File: src/sv/cnf_pkg.sv
`default_nettype none

package cnf_pkg;

    // Request codes carried on the operation field.
    typedef enum logic [1:0] {
        OP_RAW   = 2'd0,
        OP_HEX32 = 2'd1,
        OP_HEX64 = 2'd2,
        OP_DEC   = 2'd3
    } op_t;

    // Widths of the decimal path.
    localparam int unsigned BIN_W      = 32;
    localparam int unsigned DEC_DIGITS = 10;
    localparam int unsigned BCD_W      = 4 * DEC_DIGITS;

    // ASCII codes used by the formatter.
    localparam logic [7:0] ASCII_CR   = 8'h0D;
    localparam logic [7:0] ASCII_LF   = 8'h0A;
    localparam logic [7:0] ASCII_ZERO = 8'h30;
    localparam logic [7:0] ASCII_X    = 8'h78;

    // Uppercase hex character for one nibble; decimal digits use the same map.
    function automatic logic [7:0] hex_ascii(input logic [3:0] nibble);
        logic [7:0] wide;
        wide = {4'h0, nibble};
        if (nibble < 4'd10) begin
            return ASCII_ZERO + wide;
        end
        return 8'h37 + wide;
    endfunction

endpackage

`default_nettype wire

File: src/sv/console_number_formatter.sv
`default_nettype none

// Formats one print request into the ASCII bytes of a console line, one byte
// per output transaction, with m_last on the final byte. A raw character is
// sent as it is, but a line feed is preceded by a carriage return. Hex32
// sends "0x" and 8 digits and hex64 sends "0x" and 16 digits, one byte per
// cycle from a nibble shift register while the output register is free. A
// decimal request is accepted, then goes through the shift-add-3 converter,
// which moves in one binary bit per shift and then raises its done flag, and
// then through a state that drops leading zeros and one that sends digits.
// With the output never stalled it takes the same time whatever its value.
// Each byte also waits while the output register is still full. A new request
// is taken only when the previous one has produced its last byte; that byte
// may still be waiting in the output register.
module console_number_formatter (
    input  wire logic        aclk,
    input  wire logic        aresetn,
    input  wire logic        s_valid,
    output logic             s_ready,
    input  wire logic [1:0]  s_operation,
    input  wire logic [63:0] s_value,
    output logic             m_valid,
    input  wire logic        m_ready,
    output logic [7:0]       m_out_byte,
    output logic             m_last
);
    import cnf_pkg::*;

    typedef enum logic [2:0] {
        ST_IDLE,
        ST_RAW_CR,
        ST_RAW_CHAR,
        ST_PFX_ZERO,
        ST_PFX_X,
        ST_CONV,
        ST_SKIP,
        ST_DIGITS
    } state_t;

    localparam logic [4:0] HEX32_DIGITS = 5'd8;
    localparam logic [4:0] HEX64_DIGITS = 5'd16;
    localparam logic [4:0] DEC_COUNT    = 5'(DEC_DIGITS);

    state_t      state_reg, state_next;
    logic [63:0] nib_reg, nib_next;
    logic [4:0]  cnt_reg, cnt_next;
    logic [7:0]  char_reg, char_next;
    logic        m_valid_reg, m_valid_next;
    logic [7:0]  m_byte_reg, m_byte_next;
    logic        m_last_reg, m_last_next;

    logic             out_free;
    logic             conv_start;
    logic             conv_done;
    logic [BCD_W-1:0] conv_bcd;

    // Serial binary to BCD converter for decimal requests.
    cnf_bcd_conv u_bcd_conv (
        .aclk    (aclk),
        .aresetn (aresetn),
        .start   (conv_start),
        .bin_in  (s_value[BIN_W-1:0]),
        .done    (conv_done),
        .bcd_out (conv_bcd)
    );

    assign out_free = !m_valid_reg || m_ready;

    // Sequencer: loads a request, then walks its bytes into the output register.
    always_comb begin
        state_next   = state_reg;
        nib_next     = nib_reg;
        cnt_next     = cnt_reg;
        char_next    = char_reg;
        m_valid_next = m_valid_reg;
        m_byte_next  = m_byte_reg;
        m_last_next  = m_last_reg;
        conv_start   = 1'b0;

        if (m_valid_reg && m_ready) begin
            m_valid_next = 1'b0;
        end

        case (state_reg)
            ST_IDLE: begin
                if (s_valid) begin
                    case (op_t'(s_operation))
                        OP_RAW: begin
                            char_next = s_value[7:0];
                            if (s_value[7:0] == ASCII_LF) begin
                                state_next = ST_RAW_CR;
                            end else begin
                                state_next = ST_RAW_CHAR;
                            end
                        end
                        OP_HEX32: begin
                            nib_next   = {s_value[31:0], 32'h0};
                            cnt_next   = HEX32_DIGITS;
                            state_next = ST_PFX_ZERO;
                        end
                        OP_HEX64: begin
                            nib_next   = s_value;
                            cnt_next   = HEX64_DIGITS;
                            state_next = ST_PFX_ZERO;
                        end
                        default: begin
                            conv_start = 1'b1;
                            state_next = ST_CONV;
                        end
                    endcase
                end
            end
            ST_RAW_CR: begin
                if (out_free) begin
                    m_valid_next = 1'b1;
                    m_byte_next  = ASCII_CR;
                    m_last_next  = 1'b0;
                    state_next   = ST_RAW_CHAR;
                end
            end
            ST_RAW_CHAR: begin
                if (out_free) begin
                    m_valid_next = 1'b1;
                    m_byte_next  = char_reg;
                    m_last_next  = 1'b1;
                    state_next   = ST_IDLE;
                end
            end
            ST_PFX_ZERO: begin
                if (out_free) begin
                    m_valid_next = 1'b1;
                    m_byte_next  = ASCII_ZERO;
                    m_last_next  = 1'b0;
                    state_next   = ST_PFX_X;
                end
            end
            ST_PFX_X: begin
                if (out_free) begin
                    m_valid_next = 1'b1;
                    m_byte_next  = ASCII_X;
                    m_last_next  = 1'b0;
                    state_next   = ST_DIGITS;
                end
            end
            ST_CONV: begin
                if (conv_done) begin
                    nib_next   = {conv_bcd, 24'h0};
                    cnt_next   = DEC_COUNT;
                    state_next = ST_SKIP;
                end
            end
            ST_SKIP: begin
                // Drop leading zero digits, always keeping the last one.
                if (nib_reg[63:60] == 4'h0 && cnt_reg != 5'd1) begin
                    nib_next = {nib_reg[59:0], 4'h0};
                    cnt_next = cnt_reg - 5'd1;
                end else begin
                    state_next = ST_DIGITS;
                end
            end
            ST_DIGITS: begin
                if (out_free) begin
                    m_valid_next = 1'b1;
                    m_byte_next  = hex_ascii(nib_reg[63:60]);
                    m_last_next  = (cnt_reg == 5'd1);
                    nib_next     = {nib_reg[59:0], 4'h0};
                    cnt_next     = cnt_reg - 5'd1;
                    if (cnt_reg == 5'd1) begin
                        state_next = ST_IDLE;
                    end
                end
            end
            default: begin
                state_next = ST_IDLE;
            end
        endcase
    end

    always_ff @(posedge aclk) begin
        nib_reg    <= nib_next;
        cnt_reg    <= cnt_next;
        char_reg   <= char_next;
        m_byte_reg <= m_byte_next;
        m_last_reg <= m_last_next;
        if (!aresetn) begin
            state_reg   <= ST_IDLE;
            m_valid_reg <= 1'b0;
        end else begin
            state_reg   <= state_next;
            m_valid_reg <= m_valid_next;
        end
    end

    assign s_ready    = (state_reg == ST_IDLE);
    assign m_valid    = m_valid_reg;
    assign m_out_byte = m_byte_reg;
    assign m_last     = m_last_reg;

endmodule

`default_nettype wire

File: src/sv/cnf_bcd_conv.sv
`default_nettype none

module cnf_bcd_conv (
    input  wire logic                        aclk,
    input  wire logic                        aresetn,
    input  wire logic                        start,
    input  wire logic [cnf_pkg::BIN_W-1:0]   bin_in,
    output logic                             done,
    output logic [cnf_pkg::BCD_W-1:0]        bcd_out
);
    import cnf_pkg::*;

    localparam int unsigned CNT_W = $clog2(BIN_W);

    logic [BIN_W-1:0] bin_reg, bin_next;
    logic [BCD_W-1:0] bcd_reg, bcd_next;
    logic [BCD_W-1:0] bcd_adj;
    logic [CNT_W-1:0] bit_cnt_reg, bit_cnt_next;
    logic             active_reg, active_next;
    logic             done_reg, done_next;

    // Add three to every BCD digit of five or more before the shift.
    always_comb begin
        for (int i = 0; i < DEC_DIGITS; i++) begin
            if (bcd_reg[4*i +: 4] >= 4'd5) begin
                bcd_adj[4*i +: 4] = bcd_reg[4*i +: 4] + 4'd3;
            end else begin
                bcd_adj[4*i +: 4] = bcd_reg[4*i +: 4];
            end
        end
    end

    // One binary bit moves into the BCD register per cycle.
    always_comb begin
        bin_next     = bin_reg;
        bcd_next     = bcd_reg;
        bit_cnt_next = bit_cnt_reg;
        active_next  = active_reg;
        done_next    = 1'b0;
        if (start) begin
            bin_next     = bin_in;
            bcd_next     = '0;
            bit_cnt_next = CNT_W'(BIN_W - 1);
            active_next  = 1'b1;
        end else if (active_reg) begin
            bin_next     = {bin_reg[BIN_W-2:0], 1'b0};
            bcd_next     = {bcd_adj[BCD_W-2:0], bin_reg[BIN_W-1]};
            bit_cnt_next = bit_cnt_reg - 1'b1;
            if (bit_cnt_reg == '0) begin
                active_next = 1'b0;
                done_next   = 1'b1;
            end
        end
    end

    always_ff @(posedge aclk) begin
        bin_reg     <= bin_next;
        bcd_reg     <= bcd_next;
        bit_cnt_reg <= bit_cnt_next;
        if (!aresetn) begin
            active_reg <= 1'b0;
            done_reg   <= 1'b0;
        end else begin
            active_reg <= active_next;
            done_reg   <= done_next;
        end
    end

    assign done    = done_reg;
    assign bcd_out = bcd_reg;

endmodule

`default_nettype wire

File: config.mk
export PLATFORM = sky130hd
export DESIGN_NAME = console_number_formatter
export DESIGN_NICKNAME = d
export VERILOG_FILES = /design/src/sv/cnf_pkg.sv /design/src/sv/console_number_formatter.sv /design/src/sv/cnf_bcd_conv.sv
export SDC_FILE = /design/constraint.sdc
export NUM_CORES = 1
export LEC_CHECK = 0
export ABC_AREA = 0
export BUFFER_PORTS_ARGS = -buffer_cell sky130_fd_sc_hd__buf_4
export CAP_MARGIN = 10
export CORE_MARGIN = 10
export CORE_UTILIZATION = 30
export DETAILED_ROUTE_END_ITERATION = 8
export GPL_ROUTABILITY_DRIVEN = 0
export SLEW_MARGIN = 20
export SYNTH_ARGS = -nofsm -noshare
export SYNTH_HDL_FRONTEND = slang
export SYNTH_HIERARCHICAL = 1
export SYNTH_SLANG_ARGS = --single-unit
File: constraint.sdc
create_clock -name aclk -period 12.4 [get_ports aclk]
set_input_delay 0.62 -clock aclk [delete_from_list [all_inputs] [get_ports aclk]]
set_output_delay 0.62 -clock aclk [all_outputs]
set_load 0.02 [all_outputs]
==> metrics <==
first-pass GRT wire length=35.02 mm; final setup vio count=0; fillers=2790; worst-margin pin slew=922.2 ps; Post-synth EDFFs=118; Worst path max stage delay=740 ps; Arr. time, crit path=3580 ps; final WL=22.57 mm; Gate Count Post-Synth=778; CTS root buffer=clkbuf_16; worst clock skew=7.956 ps; Inserted Clock Buffers=17; Top FF cell, synth=edfxtp_1; area grow syn2layout=17.84%; met1 GRT Util=17.33%; vias in the first global route=6104; vias per cell=5.286; remaining global-route overflow=0; kind of start point of the critical path=flip-flop; Post-Synthesis Net Count=878; IO Port Bufs=80; Post CTS Setup Buffer Count=0; RSZ-0062 raised after global routing=false; slowest CP cell=and3_2; CP Launch Point=state_reg[0]; WL/cell=18.38 um; overall die height=187.7 um; failing checks=design-rule violations; Synth area leader=edfxtp_1; Synth Cell Area=8437 um^2; dominant cells by area after synthesis=edfxtp_1, dfxtp_1, a222oi_1; CP max FO=48; Synth top area share=42.00%; initial antenna violation count=0; clock sinks=169; Clock transition at path regs=70 ps; Critical Path RT=12460 ps; NumNets Final=937; FF/Latch Area=4566 um^2; Clk Latency, worst-skew pair=430 ps; Hold Path Class=input pin to flip-flop; Setup CP Type=flip-flop to flip-flop; die area=35230 um^2; CTS H-Tree Depth=4; drt first pass iters=9; GR Util met2=18.33%; most frequent cell after synthesis=edfxtp_1; leakage power=3.711 nW; Max clock buf depth=2; Worst R2R Start=state_reg[0]; layout cells sized above 1=21.06%; final std cells w/o fill=1228; # diodes=0; Die Wd=187.7 um; setup TNS=0 ps; Synth top cells by count=edfxtp_1, nand2_1, inv_1, dfxtp_1, a21oi_1; Seq/Total Area, Yosys=54.10%; Slew headroom=38.52%; Avg Cell Area, Syn=10.84 um^2; Final period util=28.34%; via count=6491; initial drt markers=843; Final ANT Viol Nets=0; Post-Place Cells=1196; CP cell instances=nor3_1 -> and3_2 -> buf_4 -> or2_2; Crit. End Element=flip-flop; Largest register FFs=64; P per Cell Area=229.1 nW/um^2; I/O pin total=81; fmax=284.6 MHz; post-CTS sizing=0; largest net degree at the start of global routing=73; max-slew violation total from the final report=0; Buf+Inv Stages, Crit Path=1; std cell rows=61; Fin. Hold Viols=0; #FFs+latches synth=169; Worst path top cell family by delay=simple AND/OR/NAND/NOR gates; Hold Path Origin=s_value[5]; core footprint=27780 um^2; max_cap viols=0; maximum vdd drop=0.08070 mV; area occupied by multi-input gates=3457 um^2; Yosys warning total=6; total global-route track usage=12.43%; synth unique cells=54; final core occ=35.79%; ys async rst share=0%; DP HPWL=15.18 mm; Residual DRC=38; TritonCTS clock tree=built; met3 usage=2.950%; CTS Hold Bufs=0; busiest grt layer=met2; Period minus WS final=3514 ps; Starting Density=30.37%; status=complete, but fails checks
[report_power, final]
group          switching (W)  internal [W]  leakage [nW]
logic               0.000433      0.000296          1.92
registers           0.000171      0.000858          1.53
clock network       0.000239      0.000281         0.264
total               0.000843       0.00143          3.71
[routing by layer]
| metal | wire length [um] | part of all wire (%) | vias up |
|---|---|---|---|
| met1 | 10530 | 47 | 3127 |
| met5 | 0 | 0 | - |
| met4 | 357 | 1.6 | 0 |
| met2 | 9926 | 44 | 279 |
| li1 | - | - | 3059 |
| met3 | 1752 | 7.8 | 26 |
[cell type report]
cell class              count  area share [%]
flip-flops and latches    169           45.92
multi-input cells         503           34.77
repair buffers             87           6.569
well taps                 378           4.757
clock buffers              17           4.279
inverters                  59           2.228
clock inverters            15           1.472
[per-stage QoR]
stage | hold slack [ps] | setup WS (ps) | power, W | area [um^2]
final | 419.6 | 8886 | 0.002278 | 9942
after global routing | 402.1 | 8624 | 0.002428 | 9942
after CTS | 400.8 | 8828 | 0.002285 | 9942
after detailed placement | 468.6 | 8828 | 0.001760 | 9370
after global placement | 464.9 | 8976 | 0.001742 | 9370
after floorplan | 444.2 | 3072 | 0.001547 | 8438
[cell usage in the layout, fill, tap and decap left out, drive strengths merged, types with 10 or more instances in the layout]
cell | synthesis | routed
buf | 23 | 87
nor2 | 36 | 36
or3 | 11 | 11
nand2 | 94 | 94
o21ai | 48 | 48
a21oi | 45 | 45
clkbuf | 24 | 17
inv | 58 | 62
ha | 30 | 30
nand4 | 11 | 11
edfxtp | 118 | 118
nand3 | 10 | 10
a22o | 20 | 20
mux2 | 31 | 31
nor3 | 16 | 16
dfxtp | 51 | 51
a222oi | 40 | 40
[path summary, 6_finish.rpt]
| check | slack, ps | end | cells past startpoint |
|---|---|---|---|
| worst max-delay path | 8890 | u_bcd_conv/bin_reg[20] | 4 |
| worst min-delay path | 420 | char_reg[5] | 1 |
| worst max register to register | 8890 | u_bcd_conv/bin_reg[20] | 4 |
| worst min register to register | 480 | u_bcd_conv/bcd_out[39] | 2 |
[cells by family (layout without fill, tap and decap cells)]
group	count (synthesis)	in the layout	share of synthesized area [%]
adder cells (fa/ha/maj)	30	30	4.449
buffers and inverters	106	178	5.101
AND/OR/NAND/NOR	214	214	12.04
XOR/XNOR	9	9	0.9344
AO/OA/AOI/OAI	216	216	18.88
multiplexers	34	34	4.494
flip-flops	169	169	54.10
No activity file was read; power rests on OpenSTA's default activity.
